===== src/sv/transport_checksum_generator_unit_defines.svh =====
// ----------------------------------------------------------------------------
// Transport checksum generator assertion macros
// Shared concurrent assertion forms for the checksum generator.
// ----------------------------------------------------------------------------
`ifndef TRANSPORT_CHECKSUM_GENERATOR_UNIT_DEFINES_SVH
`define TRANSPORT_CHECKSUM_GENERATOR_UNIT_DEFINES_SVH

// same-cycle implication
`define TCG_ASSERT_IMPL(label, clk, rst, ante, cons) \
   label: assert property (@(posedge clk) disable iff (rst) (ante) |-> (cons)) \
      else $error("tcg assertion failed: same-cycle implication");

// next-cycle implication
`define TCG_ASSERT_NEXT(label, clk, rst, ante, cons) \
   label: assert property (@(posedge clk) disable iff (rst) (ante) |=> (cons)) \
      else $error("tcg assertion failed: next-cycle implication");

`endif


===== src/sv/tcg_pkg.sv =====
// ----------------------------------------------------------------------------
// Transport checksum generator package
// Transaction types, register indexes and checksum helpers.
// ----------------------------------------------------------------------------
package tcg_pkg;

   localparam int CSR_IDX_W  = 3;
   localparam int CSR_DATA_W = 64;

   localparam logic [CSR_IDX_W-1:0] CSR_MODE     = 3'd0;
   localparam logic [CSR_IDX_W-1:0] CSR_SRC_HIGH = 3'd1;
   localparam logic [CSR_IDX_W-1:0] CSR_SRC_LOW  = 3'd2;
   localparam logic [CSR_IDX_W-1:0] CSR_DST_HIGH = 3'd3;
   localparam logic [CSR_IDX_W-1:0] CSR_DST_LOW  = 3'd4;
   localparam logic [CSR_IDX_W-1:0] CSR_PWF      = 3'd5;
   localparam logic [CSR_IDX_W-1:0] CSR_SEQ_ACK  = 3'd6;

   localparam logic [15:0] UDP_HDR_LEN      = 16'd8;
   localparam logic [15:0] TCP_HDR_LEN      = 16'd20;
   localparam logic [15:0] PROTO_UDP        = 16'd17;
   localparam logic [15:0] PROTO_TCP        = 16'd6;
   localparam logic [15:0] TCP_OFFSET_WORD  = 16'h5000;
   localparam logic [15:0] ZERO_REPLACEMENT = 16'hFFFF;

   typedef struct packed {
      logic [7:0] payload_byte;
      logic       has_byte;
      logic       last_byte;
   } req_type;

   typedef struct packed {
      logic [15:0] checksum;
      logic [15:0] transport_length;
   } rsp_type;

   typedef struct packed {
      logic [1:0]  mode;
      logic [63:0] source_address_high;
      logic [63:0] source_address_low;
      logic [63:0] dest_address_high;
      logic [63:0] dest_address_low;
      logic [55:0] port_window_flags;
      logic [63:0] tcp_sequence_ack;
   } cfg_type;

   // payload totals of one packet, handed from front to back
   typedef struct packed {
      logic [16:0] sum;
      logic [15:0] count;
   } mid_type;

   function automatic logic [16:0] oc_add(input logic [16:0] s, input logic [15:0] w);
      logic [17:0] t;
      t = {1'b0, s} + {2'b00, w};
      return {1'b0, t[15:0]} + {15'd0, t[17:16]};
   endfunction

   function automatic logic [17:0] sum4(input logic [63:0] v);
      return {2'b00, v[63:48]} + {2'b00, v[47:32]} + {2'b00, v[31:16]} + {2'b00, v[15:0]};
   endfunction

endpackage


===== src/sv/tcg_fifo.sv =====
// ----------------------------------------------------------------------------
// Transport checksum generator queue
// Small register-based FIFO with first-word fall-through read.
// ----------------------------------------------------------------------------
module tcg_fifo #(
   parameter int WIDTH = 33,
   parameter int DEPTH = 2
) (
   input  logic             clock,
   input  logic             reset,
   input  logic             push,
   input  logic [WIDTH-1:0] wdata,
   input  logic             pop,
   output logic [WIDTH-1:0] rdata,
   output logic             empty,
   output logic             full
);

   localparam int PW = (DEPTH > 1) ? $clog2(DEPTH) : 1;
   localparam int CW = $clog2(DEPTH + 1);
   localparam logic [PW-1:0] LAST_PTR = PW'(DEPTH - 1);
   localparam logic [CW-1:0] FULL_CNT = CW'(DEPTH);

   logic [WIDTH-1:0] mem_ff [DEPTH];
   logic [PW-1:0]    wr_ptr_ff, wr_ptr_in;
   logic [PW-1:0]    rd_ptr_ff, rd_ptr_in;
   logic [CW-1:0]    count_ff, count_in;
   logic             do_push, do_pop;

   assign empty   = (count_ff == '0);
   assign full    = (count_ff == FULL_CNT);
   assign do_push = push && !full;
   assign do_pop  = pop && !empty;
   assign rdata   = mem_ff[rd_ptr_ff];

   always_comb begin
      wr_ptr_in = wr_ptr_ff;
      rd_ptr_in = rd_ptr_ff;
      count_in  = count_ff;
      if (do_push) begin
         wr_ptr_in = (wr_ptr_ff == LAST_PTR) ? '0 : wr_ptr_ff + 1'b1;
      end
      if (do_pop) begin
         rd_ptr_in = (rd_ptr_ff == LAST_PTR) ? '0 : rd_ptr_ff + 1'b1;
      end
      if (do_push && !do_pop) begin
         count_in = count_ff + 1'b1;
      end else if (do_pop && !do_push) begin
         count_in = count_ff - 1'b1;
      end
   end

   always_ff @(posedge clock) begin
      if (reset) begin
         wr_ptr_ff <= '0;
         rd_ptr_ff <= '0;
         count_ff  <= '0;
      end else begin
         wr_ptr_ff <= wr_ptr_in;
         rd_ptr_ff <= rd_ptr_in;
         count_ff  <= count_in;
      end
   end

   always_ff @(posedge clock) begin
      if (do_push) begin
         mem_ff[wr_ptr_ff] <= wdata;
      end
   end

endmodule


===== src/sv/tcg_front.sv =====
// ----------------------------------------------------------------------------
// Transport checksum generator front end
// Pairs payload bytes into words and keeps the running payload sum.
// ----------------------------------------------------------------------------
module tcg_front (
   input  logic             clock,
   input  logic             reset,
   input  logic             accept,
   input  tcg_pkg::req_type req_payload,
   output logic             mid_push,
   output tcg_pkg::mid_type mid_data
);

   logic [16:0] sum_ff, sum_in;
   logic [15:0] count_ff, count_in;
   logic [7:0]  held_ff, held_in;
   logic        odd_ff, odd_in;

   logic [7:0]  byte_val;
   logic [15:0] word;
   logic [16:0] sum_add;
   logic [15:0] count_next;
   logic        add_en;

   always_comb begin
      byte_val   = req_payload.has_byte ? req_payload.payload_byte : 8'h00;
      word       = odd_ff ? {held_ff, byte_val} : {byte_val, 8'h00};
      sum_add    = tcg_pkg::oc_add(sum_ff, word);
      count_next = count_ff + {15'd0, req_payload.has_byte};
      add_en     = req_payload.last_byte ? (odd_ff || req_payload.has_byte)
                                         : (odd_ff && req_payload.has_byte);

      mid_push       = accept && req_payload.last_byte;
      mid_data.sum   = add_en ? sum_add : sum_ff;
      mid_data.count = count_next;

      sum_in   = sum_ff;
      count_in = count_ff;
      held_in  = held_ff;
      odd_in   = odd_ff;
      if (accept) begin
         if (req_payload.last_byte) begin
            sum_in   = '0;
            count_in = '0;
            held_in  = '0;
            odd_in   = 1'b0;
         end else if (req_payload.has_byte) begin
            count_in = count_next;
            if (odd_ff) begin
               sum_in = sum_add;
               odd_in = 1'b0;
            end else begin
               held_in = req_payload.payload_byte;
               odd_in  = 1'b1;
            end
         end
      end
   end

   always_ff @(posedge clock) begin
      if (reset) begin
         sum_ff   <= '0;
         count_ff <= '0;
         held_ff  <= '0;
         odd_ff   <= 1'b0;
      end else begin
         sum_ff   <= sum_in;
         count_ff <= count_in;
         held_ff  <= held_in;
         odd_ff   <= odd_in;
      end
   end

endmodule


===== src/sv/tcg_back.sv =====
// ----------------------------------------------------------------------------
// Transport checksum generator back end
// Adds pseudo-header and transport header, folds, complements, queues result.
// ----------------------------------------------------------------------------
module tcg_back #(
   parameter int RSP_DEPTH = 4
) (
   input  logic             clock,
   input  logic             reset,
   input  tcg_pkg::cfg_type cfg,
   input  logic             mid_empty,
   input  tcg_pkg::mid_type mid_data,
   output logic             mid_pop,
   output logic             rsp_empty,
   input  logic             rsp_pop,
   output tcg_pkg::rsp_type rsp_data
);

   localparam int OW = $clog2(RSP_DEPTH + 1);
   localparam logic [OW-1:0] CREDITS = OW'(RSP_DEPTH);

   logic [OW-1:0] outstanding_ff, outstanding_in;
   logic          issue, rsp_accept, rsp_full;

   logic        v6, tcp;
   logic [15:0] len;
   logic [17:0] a_src_hi, a_src_lo, a_dst_hi, a_dst_lo;
   logic [18:0] a_tcp, a_misc;

   logic        v1_ff;
   logic [17:0] s_src_hi_ff, s_src_lo_ff, s_dst_hi_ff, s_dst_lo_ff;
   logic [18:0] s_tcp_ff, s_misc_ff;
   logic [15:0] len1_ff;
   logic        v6udp1_ff;

   logic [21:0] total;
   logic [16:0] fold1;
   logic        v2_ff;
   logic [16:0] fold_ff;
   logic [15:0] len2_ff;
   logic        v6udp2_ff;

   logic [15:0]      folded, ck;
   tcg_pkg::rsp_type rsp_wdata;

   assign issue      = !mid_empty && (outstanding_ff < CREDITS);
   assign mid_pop    = issue;
   assign rsp_accept = rsp_pop && !rsp_empty;

   always_comb begin
      outstanding_in = outstanding_ff;
      if (issue && !rsp_accept) begin
         outstanding_in = outstanding_ff + 1'b1;
      end else if (rsp_accept && !issue) begin
         outstanding_in = outstanding_ff - 1'b1;
      end
   end

   always_comb begin
      v6  = cfg.mode[0];
      tcp = cfg.mode[1];
      len = mid_data.count + (tcp ? tcg_pkg::TCP_HDR_LEN : tcg_pkg::UDP_HDR_LEN);

      a_src_hi = v6 ? tcg_pkg::sum4(cfg.source_address_high) : '0;
      a_dst_hi = v6 ? tcg_pkg::sum4(cfg.dest_address_high) : '0;
      a_src_lo = v6 ? tcg_pkg::sum4(cfg.source_address_low)
                    : {2'b00, cfg.source_address_low[31:16]}
                      + {2'b00, cfg.source_address_low[15:0]};
      a_dst_lo = v6 ? tcg_pkg::sum4(cfg.dest_address_low)
                    : {2'b00, cfg.dest_address_low[31:16]}
                      + {2'b00, cfg.dest_address_low[15:0]};

      if (tcp) begin
         a_tcp = {1'b0, tcg_pkg::sum4(cfg.tcp_sequence_ack)}
                 + {3'b000, tcg_pkg::TCP_OFFSET_WORD | {10'd0, cfg.port_window_flags[5:0]}}
                 + {3'b000, cfg.port_window_flags[23:8]};
      end else begin
         a_tcp = {3'b000, len};
      end

      a_misc = {3'b000, cfg.port_window_flags[55:40]}
               + {3'b000, cfg.port_window_flags[39:24]}
               + {3'b000, tcp ? tcg_pkg::PROTO_TCP : tcg_pkg::PROTO_UDP}
               + {3'b000, len}
               + {2'b00, mid_data.sum};
   end

   always_comb begin
      total = 22'(s_src_hi_ff) + 22'(s_src_lo_ff) + 22'(s_dst_hi_ff)
              + 22'(s_dst_lo_ff) + 22'(s_tcp_ff) + 22'(s_misc_ff);
      fold1 = {1'b0, total[15:0]} + {11'd0, total[21:16]};

      folded = fold_ff[15:0] + {15'd0, fold_ff[16]};
      ck     = ~folded;
      rsp_wdata.checksum         = (v6udp2_ff && (ck == 16'h0000))
                                   ? tcg_pkg::ZERO_REPLACEMENT : ck;
      rsp_wdata.transport_length = len2_ff;
   end

   always_ff @(posedge clock) begin
      if (reset) begin
         outstanding_ff <= '0;
         v1_ff          <= 1'b0;
         v2_ff          <= 1'b0;
      end else begin
         outstanding_ff <= outstanding_in;
         v1_ff          <= issue;
         v2_ff          <= v1_ff;
      end
   end

   always_ff @(posedge clock) begin
      s_src_hi_ff <= a_src_hi;
      s_src_lo_ff <= a_src_lo;
      s_dst_hi_ff <= a_dst_hi;
      s_dst_lo_ff <= a_dst_lo;
      s_tcp_ff    <= a_tcp;
      s_misc_ff   <= a_misc;
      len1_ff     <= len;
      v6udp1_ff   <= v6 && !tcp;
      fold_ff     <= fold1;
      len2_ff     <= len1_ff;
      v6udp2_ff   <= v6udp1_ff;
   end

   tcg_fifo #(
      .WIDTH ($bits(tcg_pkg::rsp_type)),
      .DEPTH (RSP_DEPTH)
   ) u_rsp_queue (
      .clock (clock),
      .reset (reset),
      .push  (v2_ff),
      .wdata (rsp_wdata),
      .pop   (rsp_pop),
      .rdata (rsp_data),
      .empty (rsp_empty),
      .full  (rsp_full)
   );

   // the credit count keeps the result queue from overflowing
   logic unused_full;
   assign unused_full = rsp_full;

endmodule


===== src/sv/transport_checksum_generator_unit.sv =====
// ----------------------------------------------------------------------------
// Transport checksum generator
// TCP/UDP checksum over payload bytes plus pseudo-header and transport header.
// ----------------------------------------------------------------------------
// Usage:
//   Input queue: drive req_payload and raise req_push; a byte is taken at a
//   clock edge where req_push is high and req_full is low. One byte per
//   transaction, last_byte closes the packet (has_byte low for an empty one).
//   Result queue: while rsp_empty is low, rsp_payload holds the oldest
//   checksum and transport length; rsp_pop takes it.
//   Configuration: csr_we, csr_index and csr_wdata write one register per
//   cycle; write only while no packet is in flight.
// Timing:
//   One byte per cycle while req_full is low. A closing transaction reaches the
//   result queue through the front sum into the packet queue, header sums and
//   fold/complement. The back end pipeline holds at most RSP_DEPTH packets
//   counting its result queue; further closing bytes wait in the packet queue
//   and req_full rises once it fills, so a stalled receiver backs up input.
// Reset:
//   Clears the configuration registers, the pipeline valid flags, the running sum and both queues.
// ----------------------------------------------------------------------------
`include "transport_checksum_generator_unit_defines.svh"

module transport_checksum_generator_unit #(
   parameter int MID_DEPTH = 2,
   parameter int RSP_DEPTH = 4
) (
   input  logic                                clock,
   input  logic                                reset,
   input  logic                                req_push,
   output logic                                req_full,
   input  tcg_pkg::req_type                    req_payload,
   output logic                                rsp_empty,
   input  logic                                rsp_pop,
   output tcg_pkg::rsp_type                    rsp_payload,
   input  logic                                csr_we,
   input  logic [tcg_pkg::CSR_IDX_W-1:0]       csr_index,
   input  logic [tcg_pkg::CSR_DATA_W-1:0]      csr_wdata
);

   tcg_pkg::cfg_type cfg_ff, cfg_in;
   tcg_pkg::mid_type mid_wdata, mid_rdata;
   logic             req_accept;
   logic             mid_push, mid_pop, mid_empty, mid_full;

   always_comb begin
      cfg_in = cfg_ff;
      if (csr_we) begin
         unique case (csr_index)
            tcg_pkg::CSR_MODE:     cfg_in.mode                = csr_wdata[1:0];
            tcg_pkg::CSR_SRC_HIGH: cfg_in.source_address_high = csr_wdata;
            tcg_pkg::CSR_SRC_LOW:  cfg_in.source_address_low  = csr_wdata;
            tcg_pkg::CSR_DST_HIGH: cfg_in.dest_address_high   = csr_wdata;
            tcg_pkg::CSR_DST_LOW:  cfg_in.dest_address_low    = csr_wdata;
            tcg_pkg::CSR_PWF:      cfg_in.port_window_flags   = csr_wdata[55:0];
            tcg_pkg::CSR_SEQ_ACK:  cfg_in.tcp_sequence_ack    = csr_wdata;
            default:               cfg_in = cfg_ff;
         endcase
      end
   end

   always_ff @(posedge clock) begin
      if (reset) begin
         cfg_ff <= '0;
      end else begin
         cfg_ff <= cfg_in;
      end
   end

   assign req_full   = mid_full;
   assign req_accept = req_push && !mid_full;

   tcg_front u_front (
      .clock       (clock),
      .reset       (reset),
      .accept      (req_accept),
      .req_payload (req_payload),
      .mid_push    (mid_push),
      .mid_data    (mid_wdata)
   );

   tcg_fifo #(
      .WIDTH ($bits(tcg_pkg::mid_type)),
      .DEPTH (MID_DEPTH)
   ) u_mid_queue (
      .clock (clock),
      .reset (reset),
      .push  (mid_push),
      .wdata (mid_wdata),
      .pop   (mid_pop),
      .rdata (mid_rdata),
      .empty (mid_empty),
      .full  (mid_full)
   );

   tcg_back #(
      .RSP_DEPTH (RSP_DEPTH)
   ) u_back (
      .clock     (clock),
      .reset     (reset),
      .cfg       (cfg_ff),
      .mid_empty (mid_empty),
      .mid_data  (mid_rdata),
      .mid_pop   (mid_pop),
      .rsp_empty (rsp_empty),
      .rsp_pop   (rsp_pop),
      .rsp_data  (rsp_payload)
   );

   `TCG_ASSERT_NEXT(a_reset_clears, clock, 1'b0, reset, rsp_empty && !req_full)
   `TCG_ASSERT_NEXT(a_last_queued, clock, reset, req_accept && req_payload.last_byte, !mid_empty)
   `TCG_ASSERT_IMPL(a_pop_nonempty, clock, reset, mid_pop, !mid_empty)

endmodule

===== config.mk =====
export PLATFORM = sky130hd
export DESIGN_NAME = transport_checksum_generator_unit
export DESIGN_NICKNAME = d
export VERILOG_FILES = /design/src/sv/tcg_pkg.sv /design/src/sv/tcg_fifo.sv /design/src/sv/tcg_front.sv /design/src/sv/tcg_back.sv /design/src/sv/transport_checksum_generator_unit.sv
export VERILOG_INCLUDE_DIRS = /design/src /design/src/sv
export SDC_FILE = /design/constraint.sdc
export NUM_CORES = 2
export LEC_CHECK = 0
export BUFFER_PORTS_ARGS = -buffer_cell sky130_fd_sc_hd__clkbuf_2
export CAP_MARGIN = 20
export CELL_PAD_IN_SITES_DETAIL_PLACEMENT = 1
export CELL_PAD_IN_SITES_GLOBAL_PLACEMENT = 1
export CORE_ASPECT_RATIO = 0.75
export CORE_UTILIZATION = 35
export CTS_CLUSTER_DIAMETER = 100
export DETAILED_ROUTE_END_ITERATION = 10
export HOLD_SLACK_MARGIN = 0.1
export PLACE_DENSITY = 0.64
export SKIP_LAST_GASP = 1
export SYNTH_ARGS = -nofsm -noshare
export SYNTH_HDL_FRONTEND = slang
export SYNTH_SLANG_ARGS = --single-unit

===== constraint.sdc =====
create_clock -name clock -period 12.2 [get_ports clock]
set_clock_uncertainty 0.2 [all_clocks]
set_input_delay 0.61 -clock clock [delete_from_list [all_inputs] [get_ports clock]]
set_output_delay 0.61 -clock clock [all_outputs]
set_load 0.02 [all_outputs]

==> tab_implementation.tex <==
\begin{tabular}{lr}
\hline
Metric & Value \\
\hline
\multicolumn{2}{l}{\textbf{Critical path}} \\
\quad Critical path's slowest cell & fa\_1 \\
\quad Type of element capturing the critical path & register \\
\quad Worst endpoint required time & roughly 13 ns \\
\quad Delay of the slowest cell on the worst path & 0.49 ns \\
\quad Worst setup SP type & register \\
\quad WP data arrival & 8.62 ns \\
\quad Worst setup path class & register to register \\
\quad Largest fanout of any net on the critical path & 4 \\
\quad Crit-path most repeated cell & fa\_1 \\
\multicolumn{2}{l}{\textbf{Power and ir drop}} \\
\quad Fraction of power spent switching nets & 36.1\% \\
\quad Cell Int Power & 0.00595 W \\
\quad Switching component of the power & about 0.0034 W \\
\quad Power per cell area & 182 nW/µm² \\
\quad Largest voltage drop on the vdd net & 138 µV \\
\quad Clock power frac & 31.2\% \\
\quad Combinational share of power & 34.9\% \\
\quad Static Leakage & 21.3 nW \\
\quad Sequential power share & 33.9\% \\
\multicolumn{2}{l}{\textbf{STA}} \\
\quad Unrepaired setup endpoints after global routing & no \\
\quad Actual transition at the worst max-transition pin & 1.08 ns \\
\quad Final critical path time including I/O delays and setup & between 8 and 9 ns \\
\quad Hold Worst Slack & 0.127 ns \\
\quad Maximum achievable frequency & 122 MHz \\
\quad Setup slack of the critical path after layout & 3.99 ns \\
\quad Total of endpoints with negative setup slack in the final report & 0 \\
\quad Final slew viol count & 0 \\
\quad Slew HR & 25.8\% \\
\quad Final Cycle Share & 67.3\% \\
\quad Setup Total Neg Slack & 0 ns \\
\quad Final-report hold violation count & 0 \\
\multicolumn{2}{l}{\textbf{GRT}} \\
\quad Vias in the first global route & 35094 \\
\quad Aggregate global routing overflow & 0 \\
\quad Initial antenna violation count & 17 \\
\quad Global router's overall resource usage & 22.3\% \\
\quad Global-route wire length before repair & 220000 µm \\
\quad Pin count of the biggest net entering global routing & 87 \\
\multicolumn{2}{l}{\textbf{Floorplanning}} \\
\quad I/O pin total & 116 \\
\quad Number of core rows & 113 \\
\quad Die Wd & 417 µm \\
\quad Effective utilization at floorplan & $\sim$36\% \\
\quad Std-Cell Core Area & 128000 µm² \\
\quad Total Die Area & 131000 µm² \\
\quad Die boundary height & 314 µm \\
\multicolumn{2}{l}{\textbf{Logic synthesis}} \\
\quad Post-synthesis average cell area & 9.06 µm² \\
\quad Number of flops mapped to enable cells by yosys & 194 \\
\quad Ranking of synthesized cells by area & dfxtp\_1, edfxtp\_1, ha\_1, fa\_1, nand2\_1 \\
\quad Area share of the largest cell type after synthesis & 26.4\% \\
\quad Area of the mapped netlist & 45300 µm² \\
\quad Sequential element share of the synthesized area & around two fifths \\
\quad Number of nets produced by synthesis & 5613 \\
\quad Top-count cell post-synth & nand2\_1 \\
\quad Most instantiated cells after synthesis & nand2\_1, dfxtp\_1, a21oi\_1 \\
\quad Proportion of synthesized flip-flops having asynchronous set or reset & 0\% \\
\quad Number of distinct library cells after synthesis & 89 \\
\quad Yosys top cell by area & dfxtp\_1 \\
\quad FF+latch count, synth & 792 \\
\quad Synth Warn \# & 0 \\
\quad Leading register cell type out of synthesis & dfxtp\_1 \\
\quad Post-synthesis cell count & 5002 \\
\multicolumn{2}{l}{\textbf{Drt}} \\
\quad Routed wire length per instance & 21.4 µm \\
\quad Via density per instance & 5.10 \\
\quad Via Count & 35177 \\
\quad First DRT Iteration DRCs & 2468 \\
\quad Total wire length & 148000 µm \\
\quad DRC errors left & 0 \\
\quad First-pass DRT Iterations & 5 \\
\quad Antenna-violating nets left & 0 \\
\multicolumn{2}{l}{\textbf{Finish}} \\
\quad Utilization after layout & 40.0\% \\
\quad Fill cell total of the finished layout & 14783 \\
\quad Sequential Area & 17800 µm² \\
\quad Area of combinational cells with multiple inputs & 25000 µm² \\
\quad Share of final-layout standard cells stronger than drive strength 1 & 8.00\% \\
\quad Post-route design area & about 51000 µm² \\
\quad Layout overhead on the synthesized area & 12.7\% \\
\quad Final Net Count & approximately 5700 \\
\multicolumn{2}{l}{\textbf{Clock network}} \\
\quad Count of buffers added by post-CTS timing repair for setup & 0 \\
\quad TritonCTS clock tree & yes \\
\quad Clock tree root buffer cell & clkbuf\_16 \\
\quad Clk\_lat worst skew & 0.71 ns \\
\quad H-tree depth reported by CTS & 3 \\
\quad Clock edge transition at the registers on the reported setup and hold paths & 0.06 ns \\
\quad Clock tree buffer depth & 3 \\
\quad \# clock sinks & between 700 and 800 \\
\quad Post-cts resize count & 0 \\
\quad Cts bufs inserted & around 90 \\
\multicolumn{2}{l}{\textbf{Run}} \\
\quad Maximum Capacitance Violations & 0 \\
\multicolumn{2}{l}{\textbf{Run status}} \\
\quad Status & complete, no violations \\
\multicolumn{2}{l}{\textbf{Placement}} \\
\quad Placed instance area & 47700 µm² \\
\quad Placer congestion estimate & 0.857 \\
\quad Number of buffers inserted by port buffering & 115 \\
\quad Placement Setup Slack & 4.12 ns \\
\quad Final HPWL from detailed placement & 110000 µm \\
\multicolumn{2}{l}{\textbf{Hold path}} \\
\quad Path type of the worst min-delay path & register to register \\
\hline
\end{tabular}
==> critical path: cells and delay by family, from the launching register on <==
family | cells | cell delay [ns]
AOI/OAI and AO/OA | 13 | 2.87
xor gates and xnor gates | 2 | 0.38
adders and majority gates | 8 | 2.80
DFF | 1 | 0.32
buffers and inverters | 3 | 0.15
and+or+nand+nor | 9 | 1.40
==> worst paths after layout <==
| path | start | end | slack [ns] | cells after the start |
|---|---|---|---|---|
| max | u_back.s_src_hi_ff[0]$_SDFF_PN0_ | u_back.fold_ff[8]$_DFF_P_ | 3.99 | 35 |
| min | u_back.v6udp1_ff$_DFF_P_ | u_back.v6udp2_ff$_DFF_P_ | 0.13 | 0 |
| max reg2reg | u_back.s_src_hi_ff[0]$_SDFF_PN0_ | u_back.fold_ff[8]$_DFF_P_ | 3.99 | 35 |
| min reg2reg | u_back.v6udp1_ff$_DFF_P_ | u_back.v6udp2_ff$_DFF_P_ | 0.13 | 0 |
==> final cells by class <==
class / count / area share [%]
Inverter: 524 / 3.85
Tap cell: 1725 / 4.23
Multi-Input combinational cell: 3517 / 48.9
Sequential cell: 792 / 34.9
Timing Repair Buffer: 171 / 2.07
Clock buffer: 126 / 4.97
Antenna cell: 3 / 0.0147
Clock inverter: 43 / 1.15
==> flip-flops by register name, summed over array words and instances, names as in the netlist, 19 cells and up, named ones only <==
register,cells
u_mid_queue.mem_ff,66
cfg_ff,376
u_back.u_rsp_queue.mem_ff,128
u_back.s_misc_ff,19
u_back.s_tcp_ff,19
==> stage by stage <==
step | cells | total power (W)
final | 6901 | 0.00931
after global routing | 6898 | 0.00983
after CTS | 6898 | 0.00939
after detailed placement | 6708 | 0.00643
after global placement | 6708 | 0.00636
after floorplan | 5002 | 0.00547
==> cells by family after synthesis <==
family,Yosys count,share of synthesized area [%]
DFF,792,39.3
AOI/OAI and AO/OA,1060,13.9
and+or+nand+nor,1541,14.7
buffers and inverters,693,5.81
muxes,85,2.85
xor gates and xnor gates,301,5.82
adders and majority gates,530,17.6
==> layer usage <==
metal  vias up  part of all wire (%)  GRT usage [%]
met5         -                0.0095              0
met2       623                    44           34.2
met1     17366                    48           31.9
met3       172                   6.1           4.82
li1      17014                     -              -
met4         2                   2.4           5.56
==> power by group through the flow <==
stage / logic, W / clock network, W / registers, W
finish: 0.00325 / 0.00290 / 0.00316
global route: 0.00358 / 0.00307 / 0.00318
CTS: 0.00325 / 0.00297 / 0.00316
detailed placement: 0.00321 / 0 / 0.00322
global placement: 0.00316 / 0 / 0.00321
floorplan: 0.00234 / 0 / 0.00313
==> placed cells by master, fill, tap and decap left out, types with 27 or more instances in the layout <==
cell type	instances
nor2b_1	46
or3_1	31
ha_1	347
nand2_1	921
a21oi_1	582
nor3_1	75
nand2b_1	38
inv_1	524
dfxtp_1	595
nand3_1	61
nor2_1	228
buf_4	35
o21ai_0	130
clkbuf_16	92
a31oi_1	27
and3_1	29
xor2_1	134
mux4_2	32
a21o_1	54
clkbuf_2	114
edfxtp_1	194
mux2_2	31
fa_1	182
o21a_1	32
xnor2_1	167
o21bai_1	35
==> what timing repair did <==
action | 4_1_cts | 5_1_grt
setup endpoints to repair | 0 | 0
hold buffers | 21 | 0
endpoints found under the hold margin | 58 | 0
(Power assumes the default switching activity.)
